<file path="src/hw/rtl/lfgd_pkg.sv">
// Shared types and constants for the line fit block.
// Used by the front end, command queue, fit engine and top level.
package lfgd_pkg;

  localparam int LFGD_MAX_POINTS = 1024;
  localparam int LFGD_QUEUE_DEPTH = 4;

  localparam logic [15:0] LFGD_LR_RESET = 16'd655;
  localparam logic [15:0] LFGD_TOL_RESET = 16'd66;
  localparam logic [15:0] LFGD_ITER_RESET = 16'd1000;

  localparam logic [1:0] CFG_LEARNING_RATE = 2'd0;
  localparam logic [1:0] CFG_TOLERANCE = 2'd1;
  localparam logic [1:0] CFG_MAX_ITERATIONS = 2'd2;

  localparam logic [1:0] CMD_POINT = 2'd0;
  localparam logic [1:0] CMD_LAST = 2'd1;
  localparam logic [1:0] CMD_EMPTY = 2'd2;

  typedef struct packed {
    logic [1:0] kind;
    logic signed [15:0] x;
    logic signed [15:0] y;
  } cmd_t;

  typedef struct packed {
    logic [15:0] learning_rate;
    logic [15:0] tolerance;
    logic [15:0] max_iterations;
  } cfg_t;

endpackage

</file>
<file path="src/hw/rtl/lfgd_queue.sv">
// Short command queue between front end and fit engine.
// Depends on lfgd_pkg for the command type.
module lfgd_queue #(
  parameter int DEPTH = lfgd_pkg::LFGD_QUEUE_DEPTH
) (
  input  logic           clk,
  input  logic           rst,
  input  logic           push,
  input  lfgd_pkg::cmd_t push_cmd,
  output logic           full,
  input  logic           pop,
  output logic           valid,
  output lfgd_pkg::cmd_t pop_cmd
);
  import lfgd_pkg::*;

  localparam int PW = (DEPTH > 1) ? $clog2(DEPTH) : 1;
  localparam int FW = $clog2(DEPTH + 1);

  cmd_t slots [DEPTH];
  logic [PW-1:0] wr_ptr;
  logic [PW-1:0] rd_ptr;
  logic [FW-1:0] fill;

  assign full = (fill == FW'(DEPTH));
  assign valid = (fill != '0);
  assign pop_cmd = slots[rd_ptr];

  always_ff @(posedge clk) begin
    if (push) begin
      slots[wr_ptr] <= push_cmd;
    end
  end

  always_ff @(posedge clk) begin
    if (rst) begin
      wr_ptr <= '0;
      rd_ptr <= '0;
      fill <= '0;
    end else begin
      if (push) begin
        wr_ptr <= (wr_ptr == PW'(DEPTH - 1)) ? '0 : wr_ptr + 1'b1;
      end
      if (pop) begin
        rd_ptr <= (rd_ptr == PW'(DEPTH - 1)) ? '0 : rd_ptr + 1'b1;
      end
      fill <= fill + FW'(push) - FW'(pop);
    end
  end

endmodule

</file>
<file path="config.mk">
export PLATFORM = sky130hd
export DESIGN_NAME = lfgd_queue
export DESIGN_NICKNAME = d
export VERILOG_FILES = /design/src/hw/rtl/lfgd_pkg.sv /design/src/hw/rtl/lfgd_queue.sv
export SDC_FILE = /design/constraint.sdc
export NUM_CORES = 1
export LEC_CHECK = 0
export BUFFER_PORTS_ARGS = -buffer_cell sky130_fd_sc_hd__buf_2
export CAP_MARGIN = 20
export CORE_ASPECT_RATIO = 0.7
export CORE_MARGIN = 2
export CORE_UTILIZATION = 51
export DETAILED_ROUTE_END_ITERATION = 16
export PLACE_DENSITY = 0.75
export SLEW_MARGIN = 25
export SYNTH_ARGS = -nofsm -noshare
export SYNTH_HDL_FRONTEND = slang
export SYNTH_SLANG_ARGS = --single-unit
</file>
<file path="constraint.sdc">
create_clock -name clk -period 1.8 [get_ports clk]
set_input_delay 0.36 -clock clk [delete_from_list [all_inputs] [get_ports clk]]
set_output_delay 0.36 -clock clk [all_outputs]
set_load 0.05 [all_outputs]
</file>
==> impl_metrics.tcl, run 1 <==
set metrics [dict create \
    finalHoldViolations 0 \
    synth.cell_area_sq_um 5410 \
    rsz0062_at_grt "yes" \
    yosysUniqueCellTypes 21 \
    ys_top_cells_by_count "edfxtp_1, mux4_2, dfxtp_1" \
    synth_top_family_by_area "multiplexers" \
    synthTopCellsByArea "edfxtp_1, mux4_2, dfxtp_1" \
    cp.required_ns 1.44 \
    hold_depth 1 \
    slew_headroom_pct 81.1 \
    reg2reg_from "fill[0]" \
    synth.yosys.seq_area_share_pct 78.8 \
    die_area_sq_um 11500 \
    routed_via_density 5.49 \
    core-area_sq_um 10300 \
    hold_buffers 0 \
    synth_flop_cell "edfxtp_1" \
    grt_pass1_wl_microns 14800 \
    fill_cells 682 \
    min_to "slots[2][20]" \
    clock_latency_ns 0.41 \
    synth-simple-area-share_pct 1.69 \
    synth_edf_count 136 \
    routed-via-count 2543 \
    critical_path_class "flop to output pin" \
    drtIter0Drc 170 \
    antenna_cells 0 \
    cts_tree "yes" \
    violations "setup timing" \
    gp_congestion 0.701 \
    overflow 0 \
    hpwl_microns 5610 \
    slew_viol_final 0 \
    drcViolationCount 0 \
    outcome "finished, violations left" \
    boundaryPins 74 \
    initial_utilization_pct 52.4 \
    grt_usage_pct 17.8 \
    crit_path_start_kind "flop" \
    reg2reg_slack_ns 0.22 \
    drive_gt1_share_pct 47.7 \
    final_cells 463 \
    syn_to_final_growth_pct 27.5 \
    synth-adder-area-share_pct 1.99 \
    cts_max_path_buffers 2 \
    syn_nets 267 \
    yosysTopAreaCellShare_pct 75.5 \
    clkTransAtPathRegs_ns 0.06 \
    timing.final.ws_setup_ns -0.326 \
    final-seq-area_sq_um 4270 \
    wl_microns 9410 \
    cts_sinks 145 \
    numCtsBuffers 17 \
    ys.warnings.count 0 \
    layout.nets 364 \
    synth_compound_area_share_pct 0.185 \
    ys_ff_latch 145 \
    synth_top_cell_by_area "edfxtp_1" \
    min_period_ns 2.13 \
    first_pass_iters 4 \
    stdcell_area_sq_um 6900 \
    dieHeight_microns 90.2 \
    multi_input_area_sq_um 1030 \
    reg2reg_depth 7 \
    synthArstFlopShare_pct 0 \
    finalSetupViolations 34 \
    synth_xor_area_share_pct 0.439 \
    worstPathArrival_ns 1.77 \
    p_per_area_nw_per_um2 1270 \
    cts.htree.levels 4 \
    p_leak_nw 2.43 \
    yosysMostFrequentCell "edfxtp_1" \
    io_buffers 73 \
    timing.rr.end "fill[2]" \
    min_from "push_cmd[20]" \
    grt_max_degree 35 \
    grt_pass1_vias 2675 \
    post-route-period-util_pct 118 \
    dp.cells 428 \
    syn-mean-instance-area_sq_um 24.5 \
    row_count 31 \
    synthCells 221 \
    postRouteAntennaNets 0 \
    muxShareOfSynthArea_pct 14.8 \
    power_mw 8.76 \
    path_max_fanout 7 \
    wl_per_cell_microns 20.3 \
    end_kind "output pin" \
    placed_area_sq_um 6030 \
    fin_util_pct 66.9 \
    worst_clock_skew_ns 0.00622 \
    fmax_mhz 470 \
    hp-class "primary input to flop" \
    dieWidth_microns 127 \
    tightest_slew_ns 0.284 \
    whs_ns 0.164 \
    cap_violations 0 \
    root_buffer "clkbuf_16" \
    vdd_drop_max_v 0.000810 \
    antenna_found_initial 0 \
]
where the power goes:
part	leakage, nW	internal [mW]	switching [mW]
Combinational	0.800	0.500	0.740
Clock	0.304	2.32	1.30
Sequential	1.32	3.85	0.0524
worst max-delay path, stage by stage, from the launching register on:
cell,delay [ns]
dfxtp_4,0.41
buf_12,0.13
buf_16,0.13
mux4_2,0.52
buf_6,0.17
flip-flops by register name, indices dropped and copies added, names as in the netlist, named ones only:
| name | cells |
|---|---|
| fill | 3 |
| rd_ptr | 2 |
| slots | 136 |
| wr_ptr | 2 |
per-stage QoR:
stage / setup TNS, ns / setup slack (ns)
floorplan: 0 / 0.0335
global placement: -0.00845 / -0.00845
detailed placement: -0.0464 / -0.0464
CTS: -10.07 / -0.352
global route: -10.84 / -0.379
finish: -8.96 / -0.326
repair_timing:
action	CTS	global route
pin swaps	0	1
gates resized for setup	68	2
setup buffers	1	1
gates cloned	1	0
setup endpoints to repair	34	35
layer usage:
metal / up-vias / global-route usage (%) / part of all wire (%)
li1: 1119 / - / -
met1: 1337 / 25.4 / 45
met2: 81 / 25.8 / 48
met3: 6 / 6.37 / 6.2
met4: 0 / 6.59 / 0.83
met5: - / 0 / 0
kinds of logic after synthesis:
family | after synthesis
AO/OA/AOI/OAI | 2
buffers and inverters | 14
multiplexers | 36
flip-flops | 145
adder cells (fa/ha/maj) | 8
XOR/XNOR | 1
AND/OR/NAND/NOR | 15
layout make-up:
class                   instances  share of cell area (%)
flip-flops and latches        145                    61.9
multi-input cells              62                    14.9
repair buffers                 86                    11.6
clock buffers                  18                    6.22
clock inverters                14                    2.72
well taps                     132                    2.39
inverters                       6                   0.327
cell usage in the layout (no fill, tap or decap), types with 3 or more instances in the layout:
cell / instances
mux4_2: 33
buf_4: 6
edfxtp_1: 136
ha_1: 7
bufinv_16: 4
inv_1: 6
buf_12: 9
buf_6: 31
buf_2: 39
nor2_1: 3
clkinv_2: 5
clkbuf_16: 17
dfxtp_1: 7
and2_2: 4
how the worst max path moves through the flow:
| stage | from | to | cells after the start |
|---|---|---|---|
| after floorplan | wr_ptr[0] | slots[2][0] | 3 |
| after global placement | pop | fill[2] | 7 |
| after detailed placement | pop | fill[2] | 7 |
| after CTS | flop | pop_cmd[23] | 4 |
| after global routing | flop | pop_cmd[9] | 4 |
| final | flop | pop_cmd[23] | 4 |
Power figures use the tool's default switching activity.
==> run 2: changes to the inputs <==
Settings changed: CELL_PAD_IN_SITES_DETAIL_PLACEMENT set to 1, CELL_PAD_IN_SITES_GLOBAL_PLACEMENT set to 1, CORE_UTILIZATION 51 to 45, PLACE_DENSITY 0.75 to not set, PLACE_DENSITY_LB_ADDON set to 0.1.
==> run 2 against run 1 <==
The run still ends with setup timing left. Final area is 1.1% lower. Highest routed layer unchanged. Maximum frequency increased by 1.8%. Die area is 13% higher. Core utilization down 8.7 points. Sequential power barely moved. Flip-flop and latch count unchanged. Non-clock buffer count up 1. Critical path depth fell by 1.
==> impl_metrics.tcl, run 2 (same netlist as run 1, synthesis figures left out) <==
set metrics [dict create \
    routed_via_density 5.08 \
    cts.htree.levels 4 \
    dieHeight_microns 95.7 \
    end_kind "output pin" \
    wl_microns 10600 \
    grt_usage_pct 17.8 \
    rsz0062_at_grt "yes" \
    tightest_slew_ns 0.561 \
    overflow 0 \
    pwr-share-clk_pct 39.3 \
    post-route-period-util_pct 116 \
    final-seq-area_sq_um 4270 \
    drcViolationCount 0 \
    combPwrFrac_pct 14.6 \
    routed-via-count 2472 \
    multi_input_area_sq_um 1020 \
    top_register "slots" \
    cp.required_ns 1.44 \
    outcome "finished, violations left" \
    wl_per_cell_microns 21.7 \
    vdd_drop_max_v 0.000760 \
    drive_gt1_share_pct 47.6 \
    largestRegisters "slots x136, fill x3" \
    antenna_cells 0 \
    fill_cells 1022 \
    swShare_pct 25.0 \
    slew_headroom_pct 62.6 \
    syn_to_final_growth_pct 26.1 \
    io_buffers 73 \
    slew_viol_final 0 \
    cts_max_path_buffers 2 \
    crit_path_start_kind "flop" \
    cts_setup_buffers 0 \
    p_leak_nw 2.38 \
    numCtsBuffers 17 \
    finalHoldViolations 0 \
    clock_latency_ns 0.42 \
    grt_util_met3_pct 5.90 \
    layout.nets 365 \
    boundaryPins 74 \
    cap_violations 0 \
    min_period_ns 2.09 \
    path_cells "buf_12 -> mux4_2 -> buf_6" \
    largest_reg_flops 136 \
    dpl_worst_slack_ns -0.0676 \
    tns_ns -9.08 \
    die_area_sq_um 12900 \
    p_per_area_nw_per_um2 1240 \
    core-area_sq_um 11700 \
    seqPwrFrac_pct 46.0 \
    hold_depth 1 \
    row_count 33 \
    power_switching_mw 2.12 \
    cp_slowest_stage_delay_ns 0.54 \
    grt.busiest_layer "met2" \
    postRouteAntennaNets 0 \
    dp.cells 456 \
    drtIter0Drc 184 \
    first_pass_iters 6 \
    hp-class "primary input to flop" \
    gp_congestion 0.688 \
    clkTransAtPathRegs_ns 0.06 \
    critPathTopFamily "multiplexers" \
    violations "setup timing" \
    crit_slowest_cell "mux4_2" \
    hpwl_microns 6020 \
    p_int_mw 6.35 \
    whs_ns 0.153 \
    antenna_found_initial 0 \
    worst-path-buf-inv 2 \
    path_max_fanout 10 \
    worstPathArrival_ns 1.73 \
    grt_max_degree 35 \
    grt_pass1_wl_microns 16200 \
    fmax_mhz 479 \
    initial_utilization_pct 46.1 \
    finalSetupViolations 34 \
    critical_path_class "flop to output pin" \
    final_common_cell "edfxtp_1" \
    grt_util_met2_pct 27.3 \
    dieWidth_microns 135 \
    cts_sinks 145 \
    reg2reg_depth 5 \
    final_cells 487 \
    grtUsageMet1_pct 24.1 \
    worst_clock_skew_ns 0.00914 \
    timing.final.ws_setup_ns -0.288 \
    root_buffer "clkbuf_16" \
    grt_pass1_vias 2730 \
    cp.depth 3 \
    cts_tree "yes" \
    layout_common_cells "edfxtp_1, buf_2, mux4_2" \
]
==> run 2: changes by cell type in the layout (fill, tap and decap cells not counted), moves of 2 or more <==
cell and delta:
clkinvlp_4 +2, clkinv_4 -2, bufinv_16 -2, buf_12 -3
buf_4 +5
==> run 2: timing repair <==
action	in CTS	in global routing
endpoints found under the setup margin	34	69
hold buffers	0	0
cloned	0	1
gates resized for setup	69	1
pin swaps	0	2
==> run 2: layout make-up <==
| type | instances | share of cell area, % |
|---|---|---|
| multi-input combinational | 62 | 15.0 |
| sequential | 145 | 62.6 |
| tap | 157 | 2.88 |
| inverter | 6 | 0.330 |
| clock buffer | 19 | 6.35 |
| timing repair buffer | 87 | 11.1 |
| clock inverter | 11 | 1.71 |
==> run 2: power by group through the flow <==
stage | sequential (mW) | clock (mW) | combinational [mW]
final | 3.90 | 3.33 | 1.24
after global routing | 3.91 | 3.55 | 1.31
after CTS | 3.90 | 3.40 | 1.24
after detailed placement | 3.97 | 0 | 1.10
after global placement | 3.96 | 0 | 1.09
after floorplan | 3.95 | 0 | 0.804
==> run 2: worst paths after layout <==
kind                                    from            to  slack (ns)
worst max-delay path                    flop   pop_cmd[26]       -0.29
worst min-delay path            push_cmd[29]  slots[3][29]        0.15
worst min register to register     rd_ptr[0]          flop        0.51
worst max register to register     wr_ptr[1]  slots[0][25]        0.19
==> run 2: metal layers <==
| layer | part of all wire, % | up-vias |
|---|---|---|
| met2 | 48 | 67 |
| met3 | 4.8 | 9 |
| met1 | 46 | 1287 |
| met4 | 1.2 | 0 |
| met5 | 0 | - |
| li1 | - | 1109 |
==> run 2: metrics by stage <==
step	instance area, sq um	utilization [%]	power, mW
after detailed placement	6060	51.7	5.07
after floorplan	5410	-	4.76
after global placement	6060	51.7	5.05
after global routing	6820	58.2	8.77
final	6820	58.2	8.47
after CTS	6800	58.0	8.54
